[src/sv/fpsa_pkg.sv]
// Shared types, codes and defaults for the free page stack allocator.
// No dependencies; fpsa_front, fpsa_queue, fpsa_back, the top level and the testbench use it by scoped names.
package fpsa_pkg;

  localparam int ADDR_W = 64;
  localparam int STAT_W = 3;
  localparam int MODE_W = 2;
  localparam int CFG_IDX_W = 1;

  localparam int DEF_PAGE_BYTES = 4096;
  localparam int DEF_MAX_PAGES  = 16384;

  // Request modes on the input channel
  localparam logic [MODE_W-1:0] MODE_ALLOC = 2'd0;
  localparam logic [MODE_W-1:0] MODE_FREE  = 2'd1;
  localparam logic [MODE_W-1:0] MODE_FILL  = 2'd2;

  // Configuration register indexes
  localparam logic [CFG_IDX_W-1:0] REG_HEAP_START = 1'b0;
  localparam logic [CFG_IDX_W-1:0] REG_MEM_END    = 1'b1;

  // Result status codes
  typedef enum logic [STAT_W-1:0] {
    ST_OK         = 3'd0,
    ST_EMPTY      = 3'd1,
    ST_MISALIGNED = 3'd2,
    ST_BELOW_HEAP = 3'd3,
    ST_BEYOND_END = 3'd4,
    ST_FULL       = 3'd5
  } status_t;

  // Work for the back end after classification
  typedef enum logic [1:0] {
    OP_ALLOC = 2'd0,
    OP_PUSH  = 2'd1,
    OP_FILL  = 2'd2,
    OP_NONE  = 2'd3
  } op_t;

  typedef struct packed {
    op_t               op;
    logic [ADDR_W-1:0] addr;
    status_t           st;
  } cmd_t;

  typedef struct packed {
    logic [ADDR_W-1:0] heap_start;
    logic [ADDR_W-1:0] mem_end;
  } cfg_t;

endpackage

[src/sv/fpsa_queue.sv]
// Two-entry command queue between the front and back ends.
// Depends on fpsa_pkg for the command type.
module fpsa_queue (
  input  logic           clk,
  input  logic           rst_n,
  input  logic           push_valid,
  output logic           push_ready,
  input  fpsa_pkg::cmd_t push_data,
  output logic           pop_valid,
  input  logic           pop_ready,
  output fpsa_pkg::cmd_t pop_data
);

  fpsa_pkg::cmd_t entry_r [2];
  logic           wr_ptr_r, wr_ptr_nxt;
  logic           rd_ptr_r, rd_ptr_nxt;
  logic [1:0]     fill_r, fill_nxt;
  logic           do_push;
  logic           do_pop;

  assign push_ready = fill_r != 2'd2;
  assign pop_valid  = fill_r != 2'd0;
  assign pop_data   = entry_r[rd_ptr_r];
  assign do_push    = push_valid && push_ready;
  assign do_pop     = pop_valid && pop_ready;

  // Advance pointers and occupancy
  always_comb begin
    wr_ptr_nxt = wr_ptr_r ^ do_push;
    rd_ptr_nxt = rd_ptr_r ^ do_pop;
    fill_nxt   = fill_r;
    if (do_push && !do_pop) begin
      fill_nxt = fill_r + 2'd1;
    end else if (!do_push && do_pop) begin
      fill_nxt = fill_r - 2'd1;
    end
  end

  always_ff @(posedge clk) begin
    if (!rst_n) begin
      wr_ptr_r <= 1'b0;
      rd_ptr_r <= 1'b0;
      fill_r   <= 2'd0;
    end else begin
      wr_ptr_r <= wr_ptr_nxt;
      rd_ptr_r <= rd_ptr_nxt;
      fill_r   <= fill_nxt;
    end
  end

  // Store the pushed beat
  always_ff @(posedge clk) begin
    if (do_push) begin
      entry_r[wr_ptr_r] <= push_data;
    end
  end

endmodule

[config.mk]
export PLATFORM = sky130hd
export DESIGN_NAME = fpsa_queue
export DESIGN_NICKNAME = d
export VERILOG_FILES = /design/src/sv/fpsa_pkg.sv /design/src/sv/fpsa_queue.sv
export SDC_FILE = /design/constraint.sdc
export NUM_CORES = 1
export LEC_CHECK = 0
export BUFFER_PORTS_ARGS = -buffer_cell sky130_fd_sc_hd__buf_2
export CAP_MARGIN = 20
export CELL_PAD_IN_SITES_DETAIL_PLACEMENT = 0
export CELL_PAD_IN_SITES_GLOBAL_PLACEMENT = 1
export CORE_MARGIN = 8
export CORE_UTILIZATION = 47
export CTS_CLUSTER_DIAMETER = 200
export DETAILED_ROUTE_END_ITERATION = 6
export HOLD_SLACK_MARGIN = 0.02
export PLACE_DENSITY = 0.82
export SKIP_CTS_REPAIR_TIMING = 1
export SYNTH_ARGS = -nofsm -noshare
export SYNTH_HDL_FRONTEND = slang
export SYNTH_SLANG_ARGS = --single-unit
[constraint.sdc]
create_clock -name clk -period 5.2 [get_ports clk]
set_input_delay 0 -clock clk [delete_from_list [all_inputs] [get_ports clk]]
set_output_delay 0 -clock clk [all_outputs]
set_load 0.01 [all_outputs]
=== After elaboration in Yosys (flattened, before gate mapping) ===
Memory sizes are Yosys's and may differ from the RTL's. A register that Yosys moved wholly into a read port is not among the register bits.
Cells that the tools add are included.

* Memory bits (read-only): 0
* Memories: 1
* Memory bits (writable): 138
* Register bits: 4
* Latch bits: 0

{| class="wikitable"
|+ Memory list
! memory !! words !! width !! rd ports !! clocked after memory_dff !! write ports !! line !! text
|-
| entry_r || 2 || 69 || 1 || 1 || 1 || fpsa_queue.sv:14 || <nowiki>fpsa_pkg::cmd_t entry_r [2];</nowiki>
|}

* Bitwise operators: 2
* Eq/ne operators: 1
* Div/mod/pow operators: 0
* Mux-type cells: 5
* Reduce and logical (&&, ||, !) cells: 8
* $add $sub $neg: 2
* Multipliers: 0
* Shifts and indexed selects: 0
* $lt $le $gt $ge: 0

{| class="wikitable"
|+ Operator list
! kind !! number
|-
| 1-bit logical AND || 4
|-
| 2-bit 2-to-1 mux || 2
|-
| 2-bit nonzero test || 2
|-
| 1-bit 2-to-1 mux || 3
|-
| 2-bit by 1-bit adder with 2-bit output (second input constant) || 1
|-
| 1-bit zero test || 2
|-
| 2-bit != test (second input constant) || 1
|-
| 2-bit by 1-bit subtractor with 2-bit output (second input constant) || 1
|-
| 1-bit XOR || 2
|}

=== Longest topological paths before layout ===
Gate-level depths: netlist of the first run.

* Word-level depth: 6
* Depth in mapped cells: 6
* Mapped depth without buffers: 6

=== Least setup slack after synthesis of the first run ===
Ideal clock, no wire load.

* Path kind: register to register
* From: register fill_r[0]
* To: memory entry_r[1][0] (netlist bit) (enable)
* Setup time: 0.435 ns
* Arrival time: 2.420 ns
* Stages on the path, launching flop included: 4
* Path buffers: 0
* Path slack: 2.345 ns
* Cells stage by stage: dfxtp_1 nand2b_1 and2_1 ha_1

* Cells in the longest elaborated chain, start to end: 4

{| class="wikitable"
|+ RTL lines
! element !! line !! text
|-
| start, declared || fpsa_queue.sv:17 || <nowiki>logic [1:0] fill_r, fill_nxt;</nowiki>
|-
| start signal, assigned || fpsa_queue.sv:47 || <nowiki>fill_r <= fill_nxt;</nowiki>
|-
| 2-bit != test || fpsa_queue.sv:21 || <nowiki>assign push_ready = fill_r != 2'd2;</nowiki>
|-
| net push_ready || fpsa_queue.sv:7 || <nowiki>output logic push_ready,</nowiki>
|-
| 1-bit logical AND || fpsa_queue.sv:24 || <nowiki>assign do_push = push_valid && push_ready;</nowiki>
|-
| 1-bit 2-to-1 mux || fpsa_queue.sv:53 || <nowiki>if (do_push) begin</nowiki>
|-
| 1-bit 2-to-1 mux (implied by the code) || fpsa_queue.sv:54 || <nowiki>entry_r[wr_ptr_r] <= push_data;</nowiki>
|-
| end, declared || fpsa_queue.sv:14 ||
|}

The timed path passes the listed nets, and every way through them passes these cells.

==> results.py, run 1 <==
metrics = {
    "outcome": {
        "status": "finished with violations",
        "violations": "negative hold slack",
    },
    "place": {
        "place_area_sq_mm": 0.00611,
        "port-buffer-count": 143,
        "hpwl_microns": 6150,
        "place.gp.congestion": 0.647,
        "dp.cells": 513,
    },
    "floorplanning": {
        "rows": 38,
        "initial_core_util_pct": 48.2,
        "die_area_sq_mm": 0.0148,
        "core-area_sq_mm": 0.0109,
        "die_x_microns": 122,
        "die_h_microns": 122,
        "ioPinCount": 144,
    },
    "critical_path": {
        "path_max_fanout": 69,
        "r2r_start": "fill_r[0]",
        "critical_path_arrival_ns": 2.13,
        "crit_type": "reg2out",
        "crit_path_end_kind": "output pin",
        "r2r-end": "entry_r[0][27]",
        "reg2reg_slack_ns": 3.13,
        "crit_required_ns": 5.20,
        "start_kind": "flop",
        "r2r_cells": 3,
    },
    "worst_hold_path": {
        "hold_depth": 4,
        "holdCritPathClass": "in2reg",
        "hold_end": "rd_ptr_r",
        "hold_start": "pop_ready",
    },
    "yosys": {
        "synth.area.mux_share_pct": 15.5,
        "synth-simple-area-share_pct": 0.953,
        "synth_nets": 314,
        "synth_cell_types": 18,
        "ys_warn_count": 0,
        "ys_seq_area_share_pct": 80.8,
        "synthCells": 238,
        "synth_top_family_by_area": "multiplexers",
        "synth_xor_area_share_pct": 0.500,
        "ys_ff_latch": 143,
        "synth-compound-area-share_pct": 0.333,
        "syn_area_per_cell_sq_um": 22.1,
        "synthesis.area_sq_mm": 0.00525,
        "synthAdderAreaFrac_pct": 0.715,
    },
    "drt": {
        "vias": 2881,
        "routed_wl_microns": 10200,
        "drtIter0Drc": 83,
        "viasPerCell": 4.70,
        "first_pass_iters": 4,
        "final_antenna_net_count": 0,
        "drc_errors": 0,
        "wire_per_inst_microns": 16.6,
    },
    "flow_run": {
        "cap_violations": 0,
    },
    "sta": {
        "period_share_pct": 40.9,
        "tightest_slew_ns": 0.996,
        "fin_crit_ns": 2.13,
        "whs_ns": -0.0214,
        "fin_setup_tns_ns": 0,
        "max_freq_mhz": 470,
        "finalSetupViolations": 0,
        "drv_slew": 0,
        "hold_viol": 2,
        "slew_headroom_pct": 33.6,
        "rsz0062_at_grt": "false",
        "finClkSkew_ns": 0.00615,
    },
    "pwr": {
        "ir_worst_vdd_mv": 0.328,
        "p_leak_uw": 0.00281,
        "power_uw": 3570,
        "powerDensity_mw_per_mm2": 482,
    },
    "clocking": {
        "cts_sinks": 143,
        "root_buffer": "clkbuf_8",
        "clk_latency_ns": 0.50,
        "cts_tree": "yes",
        "path_clk_slew_ns": 0.06,
        "cts_buffer_depth": 2,
        "htree_num_levels": 4,
        "cts_buffers": 17,
    },
    "layout": {
        "final_cell_mix": "buf_2, edfxtp_1, dlygate4sd3_1, mux2_2, clkbuf_16",
        "area_growth_pct": 40.9,
        "layout_commonest_cell": "buf_2",
        "fin_nets": 538,
        "ff_latch_area_sq_mm": 0.00425,
        "n_fill_cell": 710,
        "drive_gt1_share_pct": 51.4,
        "fin_cells": 613,
        "diodes": 0,
        "final_cell_area_sq_mm": 0.00740,
        "multiInputGateArea_sq_um": 971,
    },
    "global_route": {
        "grt_overflow": 0,
        "grt_usage_pct": 12.7,
        "antenna_found_initial": 0,
        "grt_max_degree": 70,
        "grt_pass1_wl_microns": 14500,
        "grt_pass1_vias": 2917,
    },
}
==> flip-flops by register name, summed over array words and instances (netlist names), named ones only <==
register / flops
entry_r: 138
fill_r: 2
rd_ptr_r: 1
wr_ptr_r: 1
==> cell type report <==
type / count / share of cell area [%]
Clock buffer: 18 / 5.65
Sequential cell: 143 / 57.4
Timing Repair Buffer: 213 / 19.1
Multi-Input combinational cell: 86 / 13.1
Inverter: 1 / 0.0507
Tap cell: 140 / 2.37
Clock inverter: 12 / 2.28
==> metal layers <==
layer  wire length [microns]  vias up  GRT usage, %
met4                     125        0          5.55
met3                     854       12          5.92
li1                        -     1388             -
met1                    4290     1367          14.2
met2                    4910      114          20.6
met5                       0        -             0
==> synthesized netlist by cell type <==
library cell  instances  area [sq um]
or3_1                 1          6.26
a21boi_1              1          7.51
buf_2                 5          25.0
xnor2_1               2          17.5
nor2b_1               1          6.26
mux2_4               10           150
o21ai_0               1          5.00
mux2_2               59           664
dfxtp_1               5           100
edfxtp_1            138          4140
inv_1                 1          3.75
o21ai_1               1          5.00
ha_1                  3          37.5
nand2b_1              1          6.26
and2_1                4          25.0
buf_6                 3          33.8
or2_2                 1          6.26
xor2_1                1          8.76
==> worst max path at each step <==
stage | start | endpoint | slack (ns) | cells after the start
3_3_place_gp | fill_r[0] | entry_r[1][32] | 3.18 | 3
2_1_floorplan | fill_r[0] | entry_r[1][0] | 2.34 | 3
3_5_place_dp | fill_r[0] | entry_r[1][37] | 3.13 | 3
5_1_grt | flop | pop_data[27] | 2.94 | 2
6_report | flop | pop_data[51] | 3.07 | 2
4_1_cts | flop | pop_data[35] | 3.03 | 2
==> critical path: stages, from the launching register on <==
cell and delay (ns):
dfxtp_4 0.98, mux2_2 0.43, buf_2 0.14
==> power breakdown <==
group	internal [uW]	switching (uW)	total (uW)	leakage, uW
clock	769	422	1190	0.000278
combinational	416	363	779	0.00120
sequential	1480	119	1600	0.00133
total	2670	904	3570	0.00281
==> kinds of logic after synthesis <==
| logic type | after synthesis |
|---|---|
| compound gates | 3 |
| xor+xnor | 3 |
| fa+ha+maj | 3 |
| buf+inv | 9 |
| flops | 143 |
| mux | 69 |
| simple gates | 8 |
==> per-stage QoR <==
| step | setup WS (ns) | hold slack, ns | utilization [%] |
|---|---|---|---|
| after floorplan | 2.34 | 0.0989 | - |
| after global placement | 3.18 | 0.187 | 56.1 |
| after detailed placement | 3.13 | 0.191 | 56.1 |
| after CTS | 3.03 | -0.346 | 61.5 |
| after global routing | 2.94 | 0.0411 | 68.0 |
| final | 3.07 | -0.0214 | 68.0 |
Power figures use the tool's default switching activity.
==> run 2, diff against run 1 <==
CORE_UTILIZATION = 39   (was 47)
PLACE_DENSITY = 0.72   (was 0.82)
clock period = 1.9 ns   (was 5.2 ns; I/O delays follow)
==> run 2 against run 1 <==
Effect of this change: the flow now finishes without violations; worst hold slack gained 0.10 ns; critical path depth grew 1; core utilization shrank 11 points; sequential power grew to 2.6 times the previous value; first-iteration DRC count grew 3.6%; via count grew 3.2%; combinational power grew to 3.2 times the previous value; sequential share of layout area shrank 1.3 points; final area grew 2.2%; global-route usage shrank 0.75 points; final cell count grew 7.2%.
==> results.py, run 2 (synthesized netlist as in run 1, its figures left out) <==
metrics = {
    "outcome": {
        "status": "finished clean",
    },
    "pwr": {
        "swShare_pct": 25.1,
        "powerDensity_mw_per_mm2": 1330,
        "p_int_uw": 7550,
        "seqPwrFrac_pct": 41.3,
        "p_switching_uw": 2530,
        "clkPwrFrac_pct": 34.3,
        "combPwrFrac_pct": 24.4,
        "ir_worst_vdd_mv": 0.636,
        "p_leak_uw": 0.00287,
    },
    "layout": {
        "largest_reg_flops": 138,
        "reg_top3": "entry_r x138, fill_r x2",
        "area_growth_pct": 44.1,
        "regMostFlops": "entry_r",
        "final_cell_mix": "buf_2, edfxtp_1, dlygate4sd3_1, mux2_2, clkbuf_16",
        "final_cell_area_sq_mm": 0.00757,
        "layout_commonest_cell": "buf_2",
        "drive_gt1_share_pct": 52.0,
        "final_core_util_pct": 57.4,
        "fin_nets": 544,
        "fin_cells": 657,
        "diodes": 0,
        "n_fill_cell": 1007,
    },
    "clocking": {
        "path_clk_slew_ns": 0.05,
        "root_buffer": "clkbuf_16",
        "cts_buffer_depth": 2,
        "cts_sinks": 143,
        "htree_num_levels": 4,
        "cts_buffers": 17,
        "clk_latency_ns": 0.41,
        "cts_tree": "yes",
    },
    "sta": {
        "tightest_slew_ns": 0.451,
        "period_share_pct": 90.2,
        "fin_crit_ns": 1.71,
        "max_freq_mhz": 583,
        "finalSetupViolations": 0,
        "rsz0062_at_grt": "false",
        "finalWorstSetupSlack_ns": 0.186,
        "whs_ns": 0.0782,
        "drv_slew": 0,
        "hold_viol": 0,
        "finClkSkew_ns": 0.00721,
        "slew_headroom_pct": 69.9,
    },
    "global_route": {
        "grt_pass1_vias": 3039,
        "grt_overflow": 0,
        "grt_pass1_wl_microns": 15900,
        "grt_usage_pct": 12.0,
        "grt_max_degree": 57,
        "antenna_found_initial": 0,
    },
    "place": {
        "place.gp.congestion": 0.718,
        "dp.cells": 555,
        "hpwl_microns": 7030,
        "dp_slack_ns": 0.239,
        "place_area_sq_mm": 0.00624,
        "port-buffer-count": 143,
    },
    "critical_path": {
        "crit_type": "reg2out",
        "path_max_fanout": 32,
        "crit_path_end_kind": "output pin",
        "crit_required_ns": 1.90,
        "critical_path_arrival_ns": 1.71,
        "start_kind": "flop",
    },
    "floorplanning": {
        "rows": 42,
        "die_area_sq_mm": 0.0174,
        "die_x_microns": 132,
        "initial_core_util_pct": 39.8,
        "ioPinCount": 144,
        "core-area_sq_mm": 0.0132,
        "die_h_microns": 132,
    },
    "drt": {
        "drtIter0Drc": 86,
        "wire_per_inst_microns": 16.7,
        "first_pass_iters": 4,
        "drc_errors": 0,
        "viasPerCell": 4.52,
        "vias": 2972,
        "routed_wl_microns": 11000,
        "final_antenna_net_count": 0,
    },
    "flow_run": {
        "cap_violations": 0,
    },
    "worst_hold_path": {
        "holdCritPathClass": "in2reg",
    },
}
run 2: changes by cell type in the layout (fill, tap and decap cells not counted), sizes merged:
cell	previous run	this run
clkinvlp	3	2
clkinv	4	7
bufinv	4	5
inv	2	1
buf	143	149
run 2: path summary, 6_finish.rpt:
check             from           end  slack, ns  depth (start not counted)
max reg2reg  fill_r[0]     fill_r[1]       0.24                          5
max               flop  pop_data[18]       0.19                          3
min          pop_ready      rd_ptr_r       0.08                          4
min reg2reg  fill_r[1]     fill_r[1]       0.52                          2
run 2: layer usage:
metal,share of wire (%),track usage [%],wire length (microns),up-vias
li1,-,-,-,1402
met1,41,13.3,4540,1443
met2,50,19.1,5460,113
met3,7.3,5.98,798,14
met4,1.5,5.23,168,0
met5,0,0,0,-
run 2: final cells by class:
| type | count | area (sq um) | area share (%) |
|---|---|---|---|
| Multi-Input combinational cell | 86 | 971 | 12.8 |
| Sequential cell | 143 | 4250 | 56.1 |
| Tap cell | 176 | 220 | 2.91 |
| Timing Repair Buffer | 219 | 1500 | 19.8 |
| Clock buffer | 18 | 429 | 5.67 |
| Inverter | 1 | 3.75 | 0.0496 |
| Clock inverter | 14 | 196 | 2.60 |
run 2: stage by stage:
step,setup TNS [ns],power (uW)
after global routing,0,10500
after CTS,0,10100
after global placement,0,6580
after floorplan,-32.11,5680
final,0,10100
after detailed placement,0,6620
run 2: power groups by stage:
stage          Sequential, uW  Combinational, uW  Clock, uW
6_report                 4160               2460       3460
5_1_grt                  4210               2670       3660
4_1_cts                  4170               2400       3540
3_5_place_dp             4230               2390          0
3_3_place_gp             4200               2380          0
2_1_floorplan            4190               1490          0
run 2: critical path: stages (launching register included):
cell     delay, ns
dfxtp_4       0.35
buf_4         0.39
mux2_2        0.40
buf_2         0.14
