## src/sv/fpsa_pkg.sv

```systemverilog
// Shared types, codes and defaults for the free page stack allocator.
// No dependencies; fpsa_front, fpsa_queue, fpsa_back, the top level and the testbench use it by scoped names.
package fpsa_pkg;

  localparam int ADDR_W = 64;
  localparam int STAT_W = 3;
  localparam int MODE_W = 2;
  localparam int CFG_IDX_W = 1;

  localparam int DEF_PAGE_BYTES = 4096;
  localparam int DEF_MAX_PAGES  = 16384;

  // Request modes on the input channel
  localparam logic [MODE_W-1:0] MODE_ALLOC = 2'd0;
  localparam logic [MODE_W-1:0] MODE_FREE  = 2'd1;
  localparam logic [MODE_W-1:0] MODE_FILL  = 2'd2;

  // Configuration register indexes
  localparam logic [CFG_IDX_W-1:0] REG_HEAP_START = 1'b0;
  localparam logic [CFG_IDX_W-1:0] REG_MEM_END    = 1'b1;

  // Result status codes
  typedef enum logic [STAT_W-1:0] {
    ST_OK         = 3'd0,
    ST_EMPTY      = 3'd1,
    ST_MISALIGNED = 3'd2,
    ST_BELOW_HEAP = 3'd3,
    ST_BEYOND_END = 3'd4,
    ST_FULL       = 3'd5
  } status_t;

  // Work for the back end after classification
  typedef enum logic [1:0] {
    OP_ALLOC = 2'd0,
    OP_PUSH  = 2'd1,
    OP_FILL  = 2'd2,
    OP_NONE  = 2'd3
  } op_t;

  typedef struct packed {
    op_t               op;
    logic [ADDR_W-1:0] addr;
    status_t           st;
  } cmd_t;

  typedef struct packed {
    logic [ADDR_W-1:0] heap_start;
    logic [ADDR_W-1:0] mem_end;
  } cfg_t;

endpackage

```

## src/sv/fpsa_front.sv

```systemverilog
// Front end: configuration registers and request classification.
// Depends on fpsa_pkg; feeds classified commands to the command queue.
module fpsa_front #(
  parameter int PAGE_BYTES = fpsa_pkg::DEF_PAGE_BYTES
) (
  input  logic                            clk,
  input  logic                            rst_n,
  input  logic                            cfg_we,
  input  logic [fpsa_pkg::CFG_IDX_W-1:0]  cfg_index,
  input  logic [fpsa_pkg::ADDR_W-1:0]     cfg_wdata,
  input  logic                            in_valid,
  output logic                            in_ready,
  input  logic [fpsa_pkg::MODE_W-1:0]     in_mode,
  input  logic [fpsa_pkg::ADDR_W-1:0]     in_page_address,
  output logic                            cmd_valid,
  input  logic                            cmd_ready,
  output fpsa_pkg::cmd_t                  cmd,
  output fpsa_pkg::cfg_t                  cfg
);

  localparam int PAGE_SHIFT = $clog2(PAGE_BYTES);
  localparam int AW = fpsa_pkg::ADDR_W;

  logic [AW-1:0] heap_r, heap_nxt;
  logic [AW-1:0] end_r, end_nxt;
  logic          misaligned;
  logic          below_heap;
  logic [AW:0]   page_end;
  logic          fits;

  // Take configuration writes
  always_comb begin
    heap_nxt = heap_r;
    end_nxt  = end_r;
    if (cfg_we) begin
      case (cfg_index)
        fpsa_pkg::REG_HEAP_START: heap_nxt = cfg_wdata;
        fpsa_pkg::REG_MEM_END:    end_nxt  = cfg_wdata;
        default: ;
      endcase
    end
  end

  always_ff @(posedge clk) begin
    if (!rst_n) begin
      heap_r <= '0;
      end_r  <= '0;
    end else begin
      heap_r <= heap_nxt;
      end_r  <= end_nxt;
    end
  end

  // Check a freed page: alignment, heap floor, end within memory
  assign misaligned = |in_page_address[PAGE_SHIFT-1:0];
  assign below_heap = in_page_address < heap_r;
  assign page_end   = {1'b0, in_page_address} + (AW+1)'(PAGE_BYTES);
  assign fits       = page_end <= {1'b0, end_r};

  // Classify the request
  always_comb begin
    cmd.addr = in_page_address;
    cmd.st   = fpsa_pkg::ST_OK;
    cmd.op   = fpsa_pkg::OP_NONE;
    case (in_mode)
      fpsa_pkg::MODE_ALLOC: cmd.op = fpsa_pkg::OP_ALLOC;
      fpsa_pkg::MODE_FREE: begin
        if (misaligned) begin
          cmd.st = fpsa_pkg::ST_MISALIGNED;
        end else if (below_heap) begin
          cmd.st = fpsa_pkg::ST_BELOW_HEAP;
        end else if (!fits) begin
          cmd.st = fpsa_pkg::ST_BEYOND_END;
        end else begin
          cmd.op = fpsa_pkg::OP_PUSH;
        end
      end
      fpsa_pkg::MODE_FILL: cmd.op = fpsa_pkg::OP_FILL;
      default: ;
    endcase
  end

  assign cmd_valid      = in_valid;
  assign in_ready       = cmd_ready;
  assign cfg.heap_start = heap_r;
  assign cfg.mem_end    = end_r;

endmodule

```

## config.mk

```make
export PLATFORM = sky130hd
export DESIGN_NAME = fpsa_front
export DESIGN_NICKNAME = d
export VERILOG_FILES = /design/src/sv/fpsa_pkg.sv /design/src/sv/fpsa_front.sv
export SDC_FILE = /design/constraint.sdc
export NUM_CORES = 1
export LEC_CHECK = 0
export BUFFER_PORTS_ARGS = -buffer_cell sky130_fd_sc_hd__buf_2
export CORE_AREA = 2 2 149 151
export CTS_CLUSTER_SIZE = 16
export DETAILED_ROUTE_END_ITERATION = 8
export DIE_AREA = 0 0 151 153
export PLACE_DENSITY = 0.78
export SETUP_SLACK_MARGIN = 0.1
export SYNTH_ARGS = -nofsm -noshare
export SYNTH_HDL_FRONTEND = slang
export SYNTH_SLANG_ARGS = --single-unit
```

## constraint.sdc

```tcl
create_clock -name clk -period 5.6 [get_ports clk]
set_clock_uncertainty 0.15 [all_clocks]
set_input_delay 0.28 -clock clk [delete_from_list [all_inputs] [get_ports clk]]
set_output_delay 0.28 -clock clk [all_outputs]
set_load 0.005 [all_outputs]
```

# [Word level (Yosys, flattened, before mapping)]
# Cells that the tools add are included.
[classes] n_bitwise=1 addsub=1 n_shift=0 reduce_logical=4 multipliers=0 div_mod_pow=0 n_eq_ne=2 muxes=8 order_cmp=2
[ops] op="$add A64 B13 Y65 const B" count=1
[ops] op="$le A65 B64 Y1" count=1
[ops] op="$lt A64 B64 Y1" count=1
[ops] op="$mux W3" count=4
[ops] op="$reduce_or A12 Y1" count=1
[ops] op="$mux W2" count=3
[ops] op="$pmux W2 S3" count=1
[ops] op="$reduce_and A2 Y1" count=2
[ops] op="$eq A2 B1 Y1 const B" count=1
[ops] op="$eq A2 B2 Y1 const B" count=1
[ops] op="$logic_not A2 Y1" count=1
[ops] op="$not A1 Y1" count=1
[word_totals] memories=0 latchBits=0 mem_bits_ro=0 out_inout_bits=199 register_bits=128 ramBits=0 inputBits=136 wordCells=20

# [Longest topological paths before layout]
# Gate-level depths: netlist (run 1).
[depth] ltp_word=6 depth_mapped=17 ltp_nobuf=16

# [Least setup slack after synthesis (run 1)]
# No wires, ideal clock.
[synth_path] path_kind="input port to output port" start="input port in_page_address[12] in the netlist's numbering" end="output port cmd[68] in the netlist's numbering" cell_stages=17 path_buffers=1 arrival_ns=3.877 slack_ns=1.293 cell_sequence="ha_1 nand3_2 or3_1 buf_2 or4_4 or2_4 nor2_8 nand3_1 xnor2_1 ha_1 and4_1 and4_1 nand3_1 or4_1 o21a_1 o31ai_1 a41oi_1"
[synth_rtl] element="start, declared" line_no="fpsa_front.sv:14" text="input logic [fpsa_pkg::ADDR_W-1:0] in_page_address,"
[synth_rtl] element="end, declared" line_no="fpsa_front.sv:17" text="output fpsa_pkg::cmd_t cmd,"

==> impl_metrics.toml, run 1 <==
[critical_path]
r2r_setup_slack_ps = 4690
end_kind = "output pin"
worstReg2RegEnd = "end_r[32]$_SDFFE_PN0P_"
cp-start-kind = "input port"
worstPathRequired_ps = 5170
crit_slowest_cell = "or4_4"
path_buf_inv = 2
cp.arrival_ps = 4660
slowest_delay_ps = 620
crit_chain = "buf_2 > ha_1 > nand3_2 > or3_1 > or4_4 > or2_4 > nor2_8 > nand4_1 > xnor2_1 > ha_1 > and3_1 > a221oi_1 > o221ai_1 > o31ai_1 > a41oi_1 > buf_2"
path_max_fanout = 6
timing_worst_setup_path_type = "input port to output pin"
critical_path.top_delay_family = "simple AND/OR/NAND/NOR gates"
r2r_start = "end_r[32]$_SDFFE_PN0P_"
reg2reg_depth = 2

[timing]
hold_violations = 0
report.final.slew_viol_count = 0
setup-tns-final_ps = 0
setup_viol_count_final = 0
tightest_slew_ps = 1110
fin_ws_ps = 507
slew_headroom = 0.259
fin_crit_ps = 5090
grt_setup_unrepaired = "false"
fin_crit_sh = 0.909
fmax_mhz = 196

[synth]
syn-num-nets = 1494
syn_area_per_cell_um2 = 7.62
synth.distinct_cells = 50
yosys-top-cells-area = "dfxtp_1 27%, ha_1 17%, nand2_1 13%"
synthSimpleGateAreaFrac = 0.213
yosysSeqAreaShare = 0.273
ys_ff_latch = 128
synth_commonest_cells = "313 x nand2_1, 132 x inv_1, 128 x a21boi_0, 128 x dfxtp_1, 128 x ha_1"
synth_area_um2 = 9370
synthMuxAreaShare = 0
synth-xor-area-share = 0.0467
synth_top_family_by_area = "simple AND/OR/NAND/NOR gates"
synth_adder_area_share = 0.171
synth_edf_count = 0
yosysWarnings = 0
async_reset_ff_frac = 0
synth.most_common_cell = "nand2_1"
synthFlopType = "dfxtp_1"
postSynthCellCount = 1230
synth_top_cell_area_share = 0.273
synth_area_leader_cell = "dfxtp_1"
synth_compound_area_frac = 0.173

[placed_design]
gp_congestion = 0.861
pre_cts_slack_ps = 494
dpl.cell_count = 1737
hpwl_um = 22200
port_buffers = 330

[floorplan]
rows = 54
coreArea_um2 = 21500
die_area_um2 = 23100
start_util = 0.436
pin_count = 335
die_w_um = 151
die_h_um = 153

[clock_network]
cts_tree = "yes"
clk_pin_slew_ps = 60
post_cts_buffers = 0
cts_inserted_buffers = 17
clk_latency_ps = 410
htreeDepth = 4
root_buffer = "clkbuf_16"
clockBufferDepth = 2
clkSinkCount = 128

[layout]
multiInputGateArea_um2 = 5670
antenna_cells = 0
layout.cells.non_filler = 1831
syn_to_final_growth_pct = 28.4
nets = 1804
drive_gt1_frac = 0.245
fillers = 1950
regArea_um2 = 2560

[status]
status = "complete, no violations"

[drt]
drc = 0
via_count = 9471
viasPerCell = 5.17
ant_nets = 0
wl_per_cell_um = 16.1
drt-total-wl_um = 29500
drtIter0Drc = 446
drt_pre_antenna_iters = 6

[global_routing]
grt_pass1_wl_um = 46300
grt_pass1_vias = 9342
track_usage = 0.250
grt_max_degree = 129
antenna_found_initial = 0
grt.overflow.total = 0

[power_and_ir_drop]
p_leak_nw = 5.39
irDropWorstVdd_v = 0.000167
pwr_density_cell_nw_per_um2 = 227

[min_path]
hold_depth = 4
worstHoldPathType = "input port to register"
holdPathEnd = "heap_r[20]$_SDFFE_PN0P_"
min_from = "cfg_index"

[flow_run]
max-cap-violations = 0
## final cells by class
| type | count | share of cell area |
|---|---|---|
| clock buffer | 17 | 0.0354 |
| clock inverter | 13 | 0.0158 |
| inverter | 132 | 0.0412 |
| multi-input combinational | 861 | 0.471 |
| sequential | 128 | 0.213 |
| tap | 280 | 0.0291 |
| timing repair buffer | 400 | 0.194 |
## routing by layer
| metal | GRT usage | share of wire | vias up | routed length (um) |
|---|---|---|---|---|
| met2 | 0.441 | 0.49 | 366 | 14600 |
| met1 | 0.304 | 0.42 | 4396 | 12400 |
| met4 | 0.0828 | 0.024 | 0 | 705 |
| li1 | - | - | 4655 | - |
| met5 | 0 | 0 | - | 0 |
| met3 | 0.0469 | 0.063 | 54 | 1870 |
## worst max-delay path by stage
stage               endpoint  depth (start not counted)           startpoint  slack (ps)
finish               cmd[68]                         16  in_page_address[12]         510
detailed placement   cmd[68]                         16  in_page_address[12]         490
CTS                  cmd[68]                         16  in_page_address[12]         480
global route         cmd[68]                         16  in_page_address[12]         200
floorplan            cmd[68]                         17  in_page_address[12]        1290
global placement     cmd[68]                         16  in_page_address[12]         600
## tightest hold or removal path, cell delays in order
cell and delay, ps:
buf_2 130, nor2b_4 150, nand2_1 100, a21boi_0 60
## sequential cells by signal, indices dropped and copies added, names as in the netlist
register and count:
end_r 64, heap_r 64
## logic make-up after synthesis
logic type,Yosys count
AO/OA/AOI/OAI,233
buffers and inverters,241
AND/OR/NAND/NOR,450
flip-flops,128
adder cells (fa/ha/maj),128
XOR/XNOR,50
## where the power goes
group	internal, mW	switching, mW	leakage (nW)
combinational	0.252	0.297	4.05
sequential	0.953	0.0339	1.05
clock	0.743	0.458	0.287
## placed cells by master (no fill, tap or decap), types with 13 or more instances in the layout
master / n
a21boi_0: 128
a21oi_1: 46
and4_1: 13
buf_2: 329
clkbuf_16: 17
dfxtp_1: 128
dlygate4sd3_1: 64
ha_1: 128
inv_1: 132
nand2_1: 312
nand3_1: 29
nand4_1: 22
nor2_1: 26
o21ai_0: 17
xnor2_1: 37
xor2_1: 13
## per-stage QoR
stage | hold slack, ps | cell area, um2 | util | power [mW]
after global routing | 241 | 12000 | 0.560 | 2.86
after global placement | 317 | 10800 | 0.502 | 1.50
final | 225 | 12000 | 0.560 | 2.74
after detailed placement | 321 | 10800 | 0.502 | 1.52
after floorplan | 275 | 9370 | - | 1.31
after CTS | 210 | 12000 | 0.560 | 2.75
## what timing repair did
action | 4_1_cts | 5_1_grt
endpoints found under the hold margin | 119 | 0
hold buffers | 64 | 0
gates resized for setup | 0 | 0
Note: power is estimated with default switching activity, not from simulation.
==> run 2, diff against run 1 <==
--- a/config.mk
+++ b/config.mk
@@ -6,10 +6,10 @@
 export NUM_CORES = 1
 export LEC_CHECK = 0
 export BUFFER_PORTS_ARGS = -buffer_cell sky130_fd_sc_hd__buf_2
-export CORE_AREA = 2 2 149 151
+export CORE_AREA = 3 3 150 152
 export CTS_CLUSTER_SIZE = 16
 export DETAILED_ROUTE_END_ITERATION = 8
-export DIE_AREA = 0 0 151 153
+export DIE_AREA = 0 0 153 155
 export PLACE_DENSITY = 0.78
 export SETUP_SLACK_MARGIN = 0.1
 export SYNTH_ARGS = -nofsm -noshare
==> constraint.sdc (replaced) <==
create_clock -name clk -period 5.6 [get_ports clk]
set_clock_uncertainty 0.15 [all_clocks]
set_input_delay 0.56 -clock clk [delete_from_list [all_inputs] [get_ports clk]]
set_output_delay 0.56 -clock clk [all_outputs]
set_load 0.005 [all_outputs]
==> run 2 against run 1 <==
Via count decreased by 2.1%; non-clock buffer count decreased by 56; register-to-register slack improved by 20 ps; global-route usage decreased by 0.58 points; fmax decreased by 4.9%; critical endpoint is now cmd[2]; largest power group unchanged.
==> impl_metrics.toml, run 2 (same netlist as run 1, synthesis figures left out) <==
[status]
status = "complete, no violations"

[clock_network]
clockBufferDepth = 2
clkSinkCount = 128
root_buffer = "clkbuf_16"
clk_latency_ps = 420
cts_tree = "yes"
cts_inserted_buffers = 17
clk_pin_slew_ps = 70
htreeDepth = 4
cts_hold_buf = 0

[critical_path]
r2r_setup_slack_ps = 4710
cp-start-kind = "input port"
reg2reg_depth = 2
r2r_start = "heap_r[25]$_SDFFE_PN0P_"
worstPathRequired_ps = 4890
cp.arrival_ps = 4640
path_max_fanout = 6
end_kind = "output pin"
worstReg2RegEnd = "heap_r[25]$_SDFFE_PN0P_"
timing_worst_setup_path_type = "input port to output pin"

[drt]
ant_nets = 0
via_count = 9269
drt-total-wl_um = 29800
wl_met3_um = 2440
wl_met2_um = 14300
wl_per_cell_um = 16.8
drtIter0Drc = 531
drc = 0
wl_met1_um = 12300
viasPerCell = 5.23
drt_pre_antenna_iters = 5
highest-signal-layer = "met5"

[min_path]
hold_depth = 3
min_from = "cfg_wdata[19]"
worstHoldPathType = "input port to register"
holdPathEnd = "heap_r[19]$_SDFFE_PN0P_"

[timing]
tightest_slew_ps = 1120
grt_setup_unrepaired = "false"
setup_viol_count_final = 0
fin_ws_ps = 247
fmax_mhz = 187
fin_crit_ps = 5350
fin_crit_sh = 0.956
hold_violations = 0
setup-tns-final_ps = 0
report.final.slew_viol_count = 0
slew_headroom = 0.254

[layout]
drive_gt1_frac = 0.267
syn_to_final_growth_pct = 22.2
layout_common_cells = "329 x buf_2, 312 x nand2_1, 132 x inv_1, 128 x a21boi_0, 128 x dfxtp_1"
nets = 1748
mostFrequentLayoutCell = "buf_2"
reg_top3 = "end_r: 64 flops, heap_r: 64 flops"

[placed_design]
port_buffers = 330
gp_congestion = 0.886
pre_cts_slack_ps = 109
hpwl_um = 23000

[power_and_ir_drop]
p_leak_nw = 5.14
pwr_density_cell_nw_per_um2 = 224
irDropWorstVdd_v = 0.000180

[floorplan]
die_w_um = 153
pin_count = 335
die_h_um = 155
start_util = 0.443
rows = 53
coreArea_um2 = 21200
die_area_um2 = 23700

[global_routing]
grt_max_degree = 129
grt_pass1_wl_um = 47100
antenna_found_initial = 1
grt.overflow.total = 0
grt_pass1_vias = 9185
track_usage = 0.245

[flow_run]
max-cap-violations = 0
run 2: changes by cell type in the layout (fill, tap and decap cells not counted), sizes merged, moves of 2 or more:
cell         before  now
buf             336  344
bufinv            4    0
clkbuf           17   19
dlygate4sd3      64    0
inv             133  136
run 2: layer usage:
layer / vias up / global-route usage
met1: 4293 / 0.296
met3: 44 / 0.0631
met4: 2 / 0.0789
li1: 4549 / -
met2: 381 / 0.425
met5: - / 0
run 2: critical path, stage by stage:
cell	delay, ps
buf_2	140
ha_4	160
nand3_4	90
or3_4	420
or4_4	570
or2_4	300
nor2_8	130
nand3_2	110
xnor2_2	150
ha_1	340
and4_4	250
nand4_1	150
or2_4	280
o22ai_1	130
o21a_1	180
o31ai_4	110
a2111oi_2	380
buf_2	180
run 2: area by class of cell:
type                    instances  area, um2
inverters                     132        495
diodes                          1       2.50
clock buffers                  19        443
multi-input cells             861       5740
fillers                      2032       9710
well taps                     275        344
repair buffers                344       1760
flip-flops and latches        128       2560
clock inverters                13        104
run 2: worst max-delay path by stage:
stage	startpoint	end	slack [ps]	cells after the start
after floorplan	in_page_address[12]	cmd[68]	730	17
after global placement	in_page_address[13]	cmd[68]	120	16
after detailed placement	in_page_address[13]	cmd[68]	110	16
after CTS	in_page_address[13]	cmd[68]	140	18
after global routing	in_page_address[13]	cmd[2]	130	18
final	in_page_address[13]	cmd[2]	250	18
run 2: metrics by stage:
stage               hold slack (ps)   util  total power [mW]  instance area [um2]  cells
finish                          248  0.541              2.56                11400   1773
detailed placement              321  0.511              1.53                10800   1738
CTS                             228  0.538              2.57                11400   1770
global route                    242  0.541              2.70                11400   1772
floorplan                       323      -              1.31                 9370   1230
global placement                316  0.511              1.51                10800   1738
run 2: what timing repair did:
item / CTS / global route
setup buffers: 0 / 2
setup endpoints to repair: 2 / 2
pin swaps: 0 / 7
resized for setup: 2 / 12
run 2: power by group:
part	switching [mW]	internal, mW
clock	0.463	0.584
combinational	0.299	0.228
sequential	0.0347	0.953
==> run 3, diff against run 2 <==
--- a/config.mk
+++ b/config.mk
@@ -11,6 +11,7 @@
 export DETAILED_ROUTE_END_ITERATION = 8
 export DIE_AREA = 0 0 153 155
 export PLACE_DENSITY = 0.78
+export RECOVER_POWER = 100
 export SETUP_SLACK_MARGIN = 0.1
 export SYNTH_ARGS = -nofsm -noshare
 export SYNTH_HDL_FRONTEND = slang
==> run 3 against run 2 <==
The flow now finishes with violations (capacitance limit, slew limit); combinational power decreased by 3%; via count up 0.43%; sequential share of layout area is 0.40 points higher; wire length decreased by 0.11%; non-clock buffer count unchanged; global-route usage is the same; count of clock-buffer cells in the layout stayed put; die area did not move; critical path depth down 1; clock power is essentially flat; largest cell class unchanged.
==> impl_metrics.toml, run 3 (same netlist as run 1, synthesis figures left out) <==
[status]
status = "finished with violations"
violations = "capacitance limit, slew limit"

[timing]
tightest_slew_ps = 3430
fin_crit_ps = 5360
grt_setup_unrepaired = "false"
hold_violations = 0
slew_headroom = -1.28
fmax_mhz = 186
setup-tns-final_ps = 0
setup_viol_count_final = 0
hold_ws_ps = 248
fin_crit_sh = 0.958
report.final.slew_viol_count = 130
fin_ws_ps = 236

[critical_path]
end_kind = "output pin"
critical_path.top_delay_family = "simple AND/OR/NAND/NOR gates"
crit_chain = "clkbuf_1 > nand3_4 > or3_4 > or4_4 > or2_4 > nor2_8 > nand3_2 > xnor2_2 > ha_1 > and4_4 > and4_1 > nand3_1 > or4_1 > o21a_1 > o31ai_2 > a41oi_1 > buf_2"
cp.arrival_ps = 4650
crit_slowest_cell = "or4_4"
timing_worst_setup_path_type = "input port to output pin"
slowest_delay_ps = 580
path_max_fanout = 6
path_buf_inv = 2
worstPathRequired_ps = 4890
cp-start-kind = "input port"

[clock_network]
cts_inserted_buffers = 17
htreeDepth = 4
clk_pin_slew_ps = 70
cts_tree = "yes"
clockBufferDepth = 2
clk_latency_ps = 410
clkSinkCount = 128
root_buffer = "clkbuf_16"

[power_and_ir_drop]
p_leak_nw = 4.63
p_comb_frac = 0.201
pwr_density_cell_nw_per_um2 = 226
irDropWorstVdd_v = 0.000181
power_frac_clock = 0.411
seqPwrFrac = 0.388
p_total_mw = 2.54
power.internal_mw = 1.75
sw_frac_of_total = 0.312
p_switching_mw = 0.794

[global_routing]
track_usage = 0.245
grt_pass1_vias = 9185
antenna_found_initial = 1
grt_pass1_wl_um = 47100
grt.overflow.total = 0
grt_max_degree = 129

[drt]
via_count = 9309
drt_pre_antenna_iters = 5
viasPerCell = 5.25
wl_per_cell_um = 16.8
drt-total-wl_um = 29700
drc = 0
drtIter0Drc = 520
ant_nets = 0

[placed_design]
gp_congestion = 0.886
pre_cts_slack_ps = 109
port_buffers = 330
post_dp_cell_area_um2 = 10800
hpwl_um = 23000

[floorplan]
start_util = 0.443
coreArea_um2 = 21200
die_area_um2 = 23700
pin_count = 335
rows = 53
die_w_um = 153
die_h_um = 155

[layout]
syn_to_final_growth_pct = 20.0
mostFrequentLayoutCell = "nand2_1"
drive_gt1_frac = 0.170
fin_area_um2 = 11200
layout_common_cells = "312 x nand2_1, 188 x buf_2, 146 x clkbuf_1, 132 x inv_1"
reg_top3 = "end_r: 64 flops, heap_r: 64 flops"
nets = 1748
antenna_cells = 0

[flow_run]
max-cap-violations = 2

[min_path]
worstHoldPathType = "input port to register"
[run 3: final cells by class]
cell class                      count  area (um2)
Fill cell                        2105        9910
Multi-Input combinational cell    861        5730
Sequential cell                   128        2560
Timing Repair Buffer              344        1570
Inverter                          132         495
Clock buffer                       19         443
Tap cell                          275         344
Clock inverter                     13         104
[run 3: worst paths after layout]
check | startpoint | to | slack (ps) | depth (start not counted)
worst min register to register | heap_r[2]$_SDFFE_PN0P_ | heap_r[2]$_SDFFE_PN0P_ | 330 | 2
worst max-delay path | in_page_address[14] | cmd[68] | 240 | 17
worst max register to register | heap_r[25]$_SDFFE_PN0P_ | heap_r[25]$_SDFFE_PN0P_ | 4590 | 2
worst min-delay path | cfg_wdata[19] | heap_r[19]$_SDFFE_PN0P_ | 250 | 3
[run 3: power by group through the flow]
stage / registers (mW) / logic, mW / clock network, mW
detailed placement: 1.01 / 0.517 / 0
global route: 0.994 / 0.579 / 1.11
floorplan: 1.00 / 0.301 / 0
global placement: 1.01 / 0.503 / 0
CTS: 0.988 / 0.523 / 1.06
finish: 0.989 / 0.511 / 1.04
[run 3: layer usage]
metal,track usage,up-vias,wire length [um]
met5,0,-,13
met4,0.0789,2,636
met3,0.0631,42,2380
met2,0.425,377,14400
met1,0.296,4342,12300
li1,-,4546,-
[run 3: what timing repair did]
item	CTS	global route
pin swaps	0	7
gates resized for setup	2	12
setup endpoints to repair	2	2
hold buffers	0	0
setup buffers	0	2
[run 3: worst min-delay path, delay by kind of cell]
family / cells / cell delay, ps
buf+inv: 1 / 100
simple gates: 1 / 40
compound gates: 1 / 60
[run 3: stage by stage]
stage,utilization,instances
floorplan,-,1230
global placement,0.511,1738
detailed placement,0.511,1738
CTS,0.538,1770
global route,0.532,1772
finish,0.532,1772
